<file path="config.mk">
export PLATFORM = sky130hd
export DESIGN_NAME = xxtea_block_cipher_top
export DESIGN_NICKNAME = d
export VERILOG_FILES = /design/src/rtl/xxt_pkg.sv /design/src/rtl/xxt_word_buffer.sv /design/src/rtl/xxt_mix_unit.sv /design/src/rtl/xxtea_block_cipher_top.sv
export SDC_FILE = /design/constraint.sdc
export NUM_CORES = 2
export LEC_CHECK = 0
export ABC_AREA = 1
export BUFFER_PORTS_ARGS = -buffer_cell sky130_fd_sc_hd__clkbuf_2
export CORE_ASPECT_RATIO = 0.5
export CORE_MARGIN = 5
export CORE_UTILIZATION = 50
export CTS_BUF_LIST = sky130_fd_sc_hd__clkbuf_16
export DETAILED_ROUTE_END_ITERATION = 8
export GPL_TIMING_DRIVEN = 0
export PLACE_DENSITY_LB_ADDON = 0.3
export SYNTH_ARGS = -nofsm -noshare
export SYNTH_HDL_FRONTEND = slang
export SYNTH_HIERARCHICAL = 1
export SYNTH_SLANG_ARGS = --single-unit
</file>
<file path="constraint.sdc">
create_clock -name clk -period 5.44 [get_ports clk]
set_input_delay 0.816 -clock clk [delete_from_list [all_inputs] [get_ports clk]]
set_output_delay 0.816 -clock clk [all_outputs]
set_load 0.01 [all_outputs]
</file>
<file path="src/rtl/xxt_pkg.sv">
// Shared constants and helpers for the XXTEA block cipher.
`default_nettype none
package xxt_pkg;

    localparam int unsigned XXT_MAX_WORDS = 16;
    localparam int unsigned WORD_W        = 32;
    localparam int unsigned LEN_REG_W     = 5;
    localparam int unsigned ROUND_W       = 6;
    localparam int unsigned CFG_IDX_W     = 3;

    localparam logic [WORD_W-1:0] XXT_DELTA = 32'h9e37_79b9;

    // configuration register indexes
    localparam logic [CFG_IDX_W-1:0] REG_CIPHER_MODE = 3'd0;
    localparam logic [CFG_IDX_W-1:0] REG_BLOCK_WORDS = 3'd1;
    localparam logic [CFG_IDX_W-1:0] REG_KEY_WORD_0  = 3'd2;
    localparam logic [CFG_IDX_W-1:0] REG_KEY_WORD_1  = 3'd3;
    localparam logic [CFG_IDX_W-1:0] REG_KEY_WORD_2  = 3'd4;
    localparam logic [CFG_IDX_W-1:0] REG_KEY_WORD_3  = 3'd5;

    localparam logic CIPHER_ENCRYPT = 1'b0;
    localparam logic CIPHER_DECRYPT = 1'b1;

    // 6 + 52/len for the lengths a 5-bit register can hold
    function automatic logic [ROUND_W-1:0] rounds_for(input logic [LEN_REG_W-1:0] len);
        logic [ROUND_W-1:0] r;
        priority if (len <= 5'd1)  r = 6'd58;
        else if (len == 5'd2)      r = 6'd32;
        else if (len == 5'd3)      r = 6'd23;
        else if (len == 5'd4)      r = 6'd19;
        else if (len == 5'd5)      r = 6'd16;
        else if (len == 5'd6)      r = 6'd14;
        else if (len == 5'd7)      r = 6'd13;
        else if (len == 5'd8)      r = 6'd12;
        else if (len <= 5'd10)     r = 6'd11;
        else if (len <= 5'd13)     r = 6'd10;
        else if (len <= 5'd17)     r = 6'd9;
        else if (len <= 5'd26)     r = 6'd8;
        else                       r = 6'd7;
        return r;
    endfunction

endpackage
`default_nettype wire

</file>
<file path="src/rtl/xxt_word_buffer.sv">
// Block word store: one write port, two registered read ports.
`default_nettype none
module xxt_word_buffer
    import xxt_pkg::*;
#(
    parameter int unsigned DEPTH = XXT_MAX_WORDS
)
(
    input  wire logic                     clk,
    input  wire logic                     wr_en,
    input  wire logic [$clog2(DEPTH)-1:0] wr_addr,
    input  wire logic [WORD_W-1:0]        wr_data,
    input  wire logic [$clog2(DEPTH)-1:0] rd_addr_a,
    input  wire logic [$clog2(DEPTH)-1:0] rd_addr_b,
    output logic      [WORD_W-1:0]        rd_data_a,
    output logic      [WORD_W-1:0]        rd_data_b
);

    logic [WORD_W-1:0] mem [DEPTH];

    always_ff @(posedge clk)
    begin
        if (wr_en)
        begin
            mem[wr_addr] <= wr_data;
        end
        rd_data_a <= mem[rd_addr_a];
        rd_data_b <= mem[rd_addr_b];
    end

endmodule
`default_nettype wire

</file>
<file path="src/rtl/xxt_mix_unit.sv">
// XXTEA MX mix function, shared by every word update.
`default_nettype none
module xxt_mix_unit
    import xxt_pkg::*;
(
    input  wire logic [WORD_W-1:0] z,
    input  wire logic [WORD_W-1:0] y,
    input  wire logic [WORD_W-1:0] sum,
    input  wire logic [WORD_W-1:0] key,
    output logic      [WORD_W-1:0] mix
);

    logic [WORD_W-1:0] a;
    logic [WORD_W-1:0] b;
    logic [WORD_W-1:0] c;
    logic [WORD_W-1:0] d;

    always_comb
    begin
        a   = (z >> 5) ^ (y << 2);
        b   = (y >> 3) ^ (z << 4);
        c   = sum ^ y;
        d   = key ^ z;
        mix = (a + b) ^ (c + d);
    end

endmodule
`default_nettype wire

</file>
<file path="src/rtl/xxtea_block_cipher_top.sv">
// XXTEA block cipher top level: config registers, sequencer, buffer and mix unit.
//
//  channel   signals                              direction
//  in        in_valid / in_ready, data_word        words of a block, index order
//  out       out_valid / out_ready, result_word,   transformed words, index order
//            final_word
//  cfg       cfg_wr_en, cfg_index, cfg_data        register writes, no handshake
//
// Loading accepts one word per cycle while in_valid is high. A block of n>1 words
// then goes through the sequencer's init and start states and 6 + 52/n rounds of n
// word updates: each word update uses the one mix unit over read, mix and write
// states against the two-read-port buffer. Output reads each word, then holds it
// while out_ready is low; in_ready is low from block completion until the final word is transferred.
// Reset sets the config registers to defaults and clears the sequencer but mix_reg; the buffer is not cleared.
`default_nettype none
module xxtea_block_cipher_top
    import xxt_pkg::*;
#(
    parameter int unsigned MAX_WORDS = XXT_MAX_WORDS
)
(
    input  wire logic                 clk,
    input  wire logic                 rst_n,
    input  wire logic                 in_valid,
    output logic                      in_ready,
    input  wire logic [WORD_W-1:0]    data_word,
    output logic                      out_valid,
    input  wire logic                 out_ready,
    output logic      [WORD_W-1:0]    result_word,
    output logic                      final_word,
    input  wire logic                 cfg_wr_en,
    input  wire logic [CFG_IDX_W-1:0] cfg_index,
    input  wire logic [WORD_W-1:0]    cfg_data
);

    localparam int unsigned ADDR_W = $clog2(MAX_WORDS);
    localparam int unsigned CNT_W  = $clog2(MAX_WORDS + 1);

    localparam logic [2:0] S_LOAD   = 3'd0;
    localparam logic [2:0] S_INIT   = 3'd1;
    localparam logic [2:0] S_START  = 3'd2;
    localparam logic [2:0] S_READ   = 3'd3;
    localparam logic [2:0] S_MIX    = 3'd4;
    localparam logic [2:0] S_WRITE  = 3'd5;
    localparam logic [2:0] S_OUT_RD = 3'd6;
    localparam logic [2:0] S_OUT    = 3'd7;

    // configuration
    logic                 mode_reg;
    logic [LEN_REG_W-1:0] block_words_reg;
    logic [WORD_W-1:0]    key_reg [4];

    // sequencer
    logic [2:0]         state_reg, state_next;
    logic [CNT_W-1:0]   load_count_reg, load_count_next;
    logic [ROUND_W-1:0] rounds_reg, rounds_next;
    logic [WORD_W-1:0]  sum_reg, sum_next;
    logic [WORD_W-1:0]  carry_reg, carry_next;
    logic [WORD_W-1:0]  mix_reg, mix_next;
    logic [ADDR_W-1:0]  p_reg, p_next;

    logic [CNT_W-1:0]         eff_len;
    logic [ADDR_W-1:0]        last_idx;
    logic [CNT_W-1:0]         load_idx;
    logic [CNT_W-1:0]         load_after;
    logic [ROUND_W-1:0]       start_rounds;
    logic [WORD_W-1:0]        start_sum_prod;
    logic [1:0]               p_lo;
    logic [WORD_W-1:0]        key_sel;
    logic [WORD_W-1:0]        mix_z;
    logic [WORD_W-1:0]        mix_y;
    logic [WORD_W-1:0]        mix_val;
    logic [WORD_W-1:0]        updated_word;

    logic                 buf_wr_en;
    logic [ADDR_W-1:0]    buf_wr_addr;
    logic [WORD_W-1:0]    buf_wr_data;
    logic [ADDR_W-1:0]    buf_rd_addr_a;
    logic [ADDR_W-1:0]    buf_rd_addr_b;
    logic [WORD_W-1:0]    buf_rd_data_a;
    logic [WORD_W-1:0]    buf_rd_data_b;

    always_ff @(posedge clk or negedge rst_n)
    begin
        if (!rst_n)
        begin
            mode_reg        <= CIPHER_ENCRYPT;
            block_words_reg <= 5'd2;
            key_reg[0]      <= '0;
            key_reg[1]      <= '0;
            key_reg[2]      <= '0;
            key_reg[3]      <= '0;
        end
        else if (cfg_wr_en)
        begin
            unique case (cfg_index)
                REG_CIPHER_MODE: mode_reg        <= cfg_data[0];
                REG_BLOCK_WORDS: block_words_reg <= cfg_data[LEN_REG_W-1:0];
                REG_KEY_WORD_0:  key_reg[0]      <= cfg_data;
                REG_KEY_WORD_1:  key_reg[1]      <= cfg_data;
                REG_KEY_WORD_2:  key_reg[2]      <= cfg_data;
                REG_KEY_WORD_3:  key_reg[3]      <= cfg_data;
                default: ;
            endcase
        end
    end

    // zero counts as one, anything above the buffer depth saturates
    always_comb
    begin
        if (block_words_reg == '0)
            eff_len = CNT_W'(1);
        else if (32'(block_words_reg) > MAX_WORDS)
            eff_len = CNT_W'(MAX_WORDS);
        else
            eff_len = CNT_W'(block_words_reg);
    end

    assign last_idx       = ADDR_W'(eff_len - CNT_W'(1));
    assign load_idx       = (load_count_reg >= eff_len) ? '0 : load_count_reg;
    assign load_after     = load_idx + CNT_W'(1);
    assign start_rounds   = rounds_for(LEN_REG_W'(eff_len));
    assign start_sum_prod = WORD_W'(start_rounds) * XXT_DELTA;

    assign p_lo    = 2'(p_reg);
    assign key_sel = key_reg[p_lo ^ sum_reg[3:2]];

    // neighbour addresses wrap round the block
    always_comb
    begin
        if (state_reg == S_INIT)
            buf_rd_addr_a = (mode_reg == CIPHER_DECRYPT) ? '0 : last_idx;
        else
            buf_rd_addr_a = p_reg;

        if (mode_reg == CIPHER_DECRYPT)
            buf_rd_addr_b = (p_reg == '0) ? last_idx : p_reg - ADDR_W'(1);
        else
            buf_rd_addr_b = (p_reg == last_idx) ? '0 : p_reg + ADDR_W'(1);
    end

    assign mix_z = (mode_reg == CIPHER_DECRYPT) ? buf_rd_data_b : carry_reg;
    assign mix_y = (mode_reg == CIPHER_DECRYPT) ? carry_reg : buf_rd_data_b;

    xxt_mix_unit u_mix (
        .z   (mix_z),
        .y   (mix_y),
        .sum (sum_reg),
        .key (key_sel),
        .mix (mix_val)
    );

    assign updated_word = (mode_reg == CIPHER_DECRYPT) ? buf_rd_data_a - mix_reg
                                                       : buf_rd_data_a + mix_reg;

    always_comb
    begin
        buf_wr_en   = 1'b0;
        buf_wr_addr = p_reg;
        buf_wr_data = updated_word;
        if (state_reg == S_LOAD)
        begin
            buf_wr_en   = in_valid;
            buf_wr_addr = ADDR_W'(load_idx);
            buf_wr_data = data_word;
        end
        else if (state_reg == S_WRITE)
        begin
            buf_wr_en = 1'b1;
        end
    end

    xxt_word_buffer #(
        .DEPTH (MAX_WORDS)
    ) u_buffer (
        .clk       (clk),
        .wr_en     (buf_wr_en),
        .wr_addr   (buf_wr_addr),
        .wr_data   (buf_wr_data),
        .rd_addr_a (buf_rd_addr_a),
        .rd_addr_b (buf_rd_addr_b),
        .rd_data_a (buf_rd_data_a),
        .rd_data_b (buf_rd_data_b)
    );

    always_comb
    begin
        state_next      = state_reg;
        load_count_next = load_count_reg;
        rounds_next     = rounds_reg;
        sum_next        = sum_reg;
        carry_next      = carry_reg;
        mix_next        = mix_reg;
        p_next          = p_reg;

        unique case (state_reg)
            S_LOAD:
            begin
                if (in_valid)
                begin
                    if (load_after == eff_len)
                    begin
                        load_count_next = '0;
                        p_next          = '0;
                        state_next      = (eff_len == CNT_W'(1)) ? S_OUT_RD : S_INIT;
                    end
                    else
                    begin
                        load_count_next = load_after;
                    end
                end
            end
            S_INIT:
            begin
                state_next = S_START;
            end
            S_START:
            begin
                carry_next = buf_rd_data_a;
                if (mode_reg == CIPHER_DECRYPT)
                begin
                    rounds_next = start_rounds;
                    sum_next    = start_sum_prod;
                    p_next      = last_idx;
                end
                else
                begin
                    // first round begins here
                    rounds_next = start_rounds - ROUND_W'(1);
                    sum_next    = XXT_DELTA;
                    p_next      = '0;
                end
                state_next = S_READ;
            end
            S_READ:
            begin
                state_next = S_MIX;
            end
            S_MIX:
            begin
                mix_next   = mix_val;
                state_next = S_WRITE;
            end
            S_WRITE:
            begin
                carry_next = updated_word;
                state_next = S_READ;
                if (mode_reg == CIPHER_DECRYPT)
                begin
                    if (p_reg == '0)
                    begin
                        sum_next    = sum_reg - XXT_DELTA;
                        rounds_next = rounds_reg - ROUND_W'(1);
                        if (rounds_reg == ROUND_W'(1))
                        begin
                            p_next     = '0;
                            state_next = S_OUT_RD;
                        end
                        else
                        begin
                            p_next = last_idx;
                        end
                    end
                    else
                    begin
                        p_next = p_reg - ADDR_W'(1);
                    end
                end
                else
                begin
                    if (p_reg == last_idx)
                    begin
                        p_next = '0;
                        if (rounds_reg == '0)
                        begin
                            state_next = S_OUT_RD;
                        end
                        else
                        begin
                            rounds_next = rounds_reg - ROUND_W'(1);
                            sum_next    = sum_reg + XXT_DELTA;
                        end
                    end
                    else
                    begin
                        p_next = p_reg + ADDR_W'(1);
                    end
                end
            end
            S_OUT_RD:
            begin
                state_next = S_OUT;
            end
            S_OUT:
            begin
                if (out_ready)
                begin
                    if (p_reg == last_idx)
                    begin
                        state_next = S_LOAD;
                    end
                    else
                    begin
                        p_next     = p_reg + ADDR_W'(1);
                        state_next = S_OUT_RD;
                    end
                end
            end
            default:
            begin
                state_next = S_LOAD;
            end
        endcase
    end

    always_ff @(posedge clk or negedge rst_n)
    begin
        if (!rst_n)
        begin
            state_reg      <= S_LOAD;
            load_count_reg <= '0;
            rounds_reg     <= '0;
            sum_reg        <= '0;
            carry_reg      <= '0;
            p_reg          <= '0;
        end
        else
        begin
            state_reg      <= state_next;
            load_count_reg <= load_count_next;
            rounds_reg     <= rounds_next;
            sum_reg        <= sum_next;
            carry_reg      <= carry_next;
            p_reg          <= p_next;
        end
    end

    always_ff @(posedge clk)
    begin
        mix_reg <= mix_next;
    end

    // buffer keeps rereading the same word while the transfer stalls
    assign in_ready    = (state_reg == S_LOAD);
    assign out_valid   = (state_reg == S_OUT);
    assign result_word = buf_rd_data_a;
    assign final_word  = (p_reg == last_idx);

endmodule
`default_nettype wire
</file>
==> impl_metrics.toml <==
[logic_synthesis]
synth_ff_type = "edfxtp_1"
yosysTopAreaCell = "edfxtp_1"
yosys.cell_types.count = 59
syn_avg_cell_area_um2 = 7.500
netlist_area_um2 = 54410
ys_warn_count = 6
netlist_instances = 7254
synth-seq-area-share_pct = 42.32
yosys.area.top_type_share_pct = 30.02
syn_nets = 7556
synthTopCellsByArea = "edfxtp_1, nand2_1, dfrtp_1, nand3_1, inv_1"
synth_async_sr_flop_share_pct = 26.21
synth-seq-cells = 824
synth-edff-count = 544

[finish]
drive_gt1_share_pct = 9.010
nNetsFinal = 7809
fin_cells = 9009
layout_commonest_cell = "nand2_1"
largest_reg_flops = 512
layout_common_cells = "nand2_1, nand3_1, inv_1, edfxtp_1, o21ai_0"
area_delta_synth_final_pct = 12.29
fillers = 9943
fin_area_um2 = 61090

[clock_network]
cts_tree = "yes"
root_buffer = "clkbuf_16"
cts.sinks = 824
clk_pin_slew_ns = 0.06
clock_latency_ns = 0.73
cts_max_level = 3
cts_buffers = 80
cts.path.max_buffers = 3

[floorplanning]
rows = 85
ioPinCount = 107
dieArea_um2 = 115900
initial_core_util_pct = 50.45
die_y_um = 243.3
core_area_um2 = 107800
dieWidth_um = 476.5

[place]
post_dp_cell_area_um2 = 57420
io_buffer_count = 106
gp_congestion = 1.051
dp_hpwl_mm = 160.9
place_ws_ns = -1.502
dp_cells = 8822

[timing]
drv_slew = 23
hold_violations = 0
fmax_ghz = 0.1887
fin_skew_ns = 0.03441
period_needed_ns = 5.299
fin_ws_ns = 0.1410
rsz0062_at_grt = "true"
period_share_pct = 97.41
maxSlewHeadroom_pct = -3.592
fin_setup_tns_ns = 0
tightestPinTransition_ns = 1.554
setup_viol = 0

[routing]
post_drt_wl_per_cell_um = 24.43
drc = 0
drt-pass1-iter-count = 8
wirelength_mm = 220.1
route.met3.wl_mm = 32.53
wl_met2_mm = 91.20
top_layer = "met5"
viasPerCell = 5.920
postRouteAntennaNets = 0
via_count = 53330
drtIter0Drc = 7949
wl_met1_mm = 81.01

[worst_setup_path]
worstSetupStartpointType = "flip-flop"
cpPeakStageDelay_ns = 0.63
crit_slowest_cell = "dfrtp_2"
crit_family = "buffers and inverters"
endpoint_kind = "flip-flop"
critical_path_class = "flip-flop to flip-flop"
crit_required_ns = 5.90
crit_path_cell_trace = "clkbuf_2 > clkbuf_2 > clkbuf_2 > clkbuf_2 > o21ai_0 > fa_1 > nand3_1 > nand3_1 > a21boi_1 > o21ai_0 > nand2_1 > nand2_1 > nand2_1 > nand2_1 > xor2_1 > nand2_1 > nand2_2"
critPathMostFrequentCell = "nand2_1"
worstPathArrival_ns = 5.76
cp_num_buf_inv = 4
path_max_fanout = 16

[global_route]
grt_pass1_wl_mm = 314.6
track_usage_pct = 36.38
antenna_found_initial = 10
grt_max_degree = 96
grt_pass1_vias = 49120
overflow = 0

[run_status]
outcome = "finished with violations"
failed_checks = "max-capacitance violations, max-slew violations"

[flow_run]
drv_cap = 3

[min_path]
hold_path_class = "input port to flip-flop"
[cell type report]
cell class	instances	area [um2]	area share (%)
diodes	5	12.51	0.02048
clock buffers	85	2127	3.482
inverters	1066	4024	6.586
well taps	1435	1795	2.939
plain buffers	314	1833	3.000
clock inverters	59	456.7	0.7475
flip-flops and latches	824	23030	37.69
repair buffers	173	1330	2.177
multi-input cells	5048	26490	43.36
[worst paths after layout]
kind | from | to | slack [ns] | cells past startpoint
max | mode_reg | u_buffer/mem[2][20] | 0.14 | 17
min in group asynchronous | rst_n | load_count_reg[1] | 0.56 | 2
min reg2reg | carry_reg[24] | carry_reg[24] | 0.48 | 2
max reg2reg | mode_reg | u_buffer/mem[2][20] | 0.14 | 17
max in group asynchronous | rst_n | key_reg[26] | 3.62 | 4
min | cfg_data[13] | key_reg[109] | 0.41 | 3
[repair_timing]
item,CTS,global route
hold buffers,1,0
gates resized for setup,90,125
buffers inserted,16,23
endpoints found under the hold margin,8,0
setup endpoints to repair,536,286
pin swaps,13,43
[worst register-to-register path: cells and delay by family, from the launching register on]
family	cells	cell delay, ns
buf+inv	4	1.64
simple gates	8	1.17
compound gates	3	0.89
flops	1	0.63
fa+ha+maj	1	0.47
xor+xnor	1	0.25
[synthesized netlist by cell type, types with 8 or more instances]
library cell and count:
nand2_1 2139, nand3_1 1074, inv_1 1051, edfxtp_1 544, o21ai_0 416, nor2_1 409
dfrtp_1 215, a21oi_1 209, ha_1 199, xor2_1 190, clkbuf_1 108, buf_2 103
dfxtp_1 64, xnor2_1 55, buf_6 53, nand4_1 44, nor3_1 36, a31oi_1 33
o32ai_1 32, fa_1 31, buf_1 29, o22ai_1 25, buf_4 21, o21bai_1 19
or2_2 15, o211ai_1 14, a21o_1 12, nor4_1 11, nand3b_1 10, inv_2 9
o21ai_1 9, a21boi_0 8, o21a_1 8
[per-layer routing]
metal | vias up | GRT usage (%)
li1 | 24080 | -
met1 | 24500 | 46.49
met2 | 3848 | 54.45
met3 | 891 | 12.34
met4 | 12 | 19.96
met5 | - | 0.2042
[metrics by stage]
step	util, %	hold WS, ns
final	56.65	0.4148
after CTS	56.05	0.3920
after detailed placement	53.25	0.4660
after global routing	56.64	0.4172
after floorplan	-	0.4479
after global placement	52.61	0.4600
[cells by family (layout without fill, tap and decap cells)]
kind of cell / count (synthesis) / count (layout) / synth area share, %
AND/OR/NAND/NOR: 3758 / 3758 / 29.01
adder cells (fa/ha/maj): 230 / 230 / 5.717
other: 0 / 5 / 0
AO/OA/AOI/OAI: 815 / 815 / 8.313
flip-flops: 824 / 824 / 42.32
buffers and inverters: 1382 / 1697 / 10.70
XOR/XNOR: 245 / 245 / 3.944
Power is not shown: default switching activity piles up to over one toggle a cycle in this logic, so the estimate is an artifact.
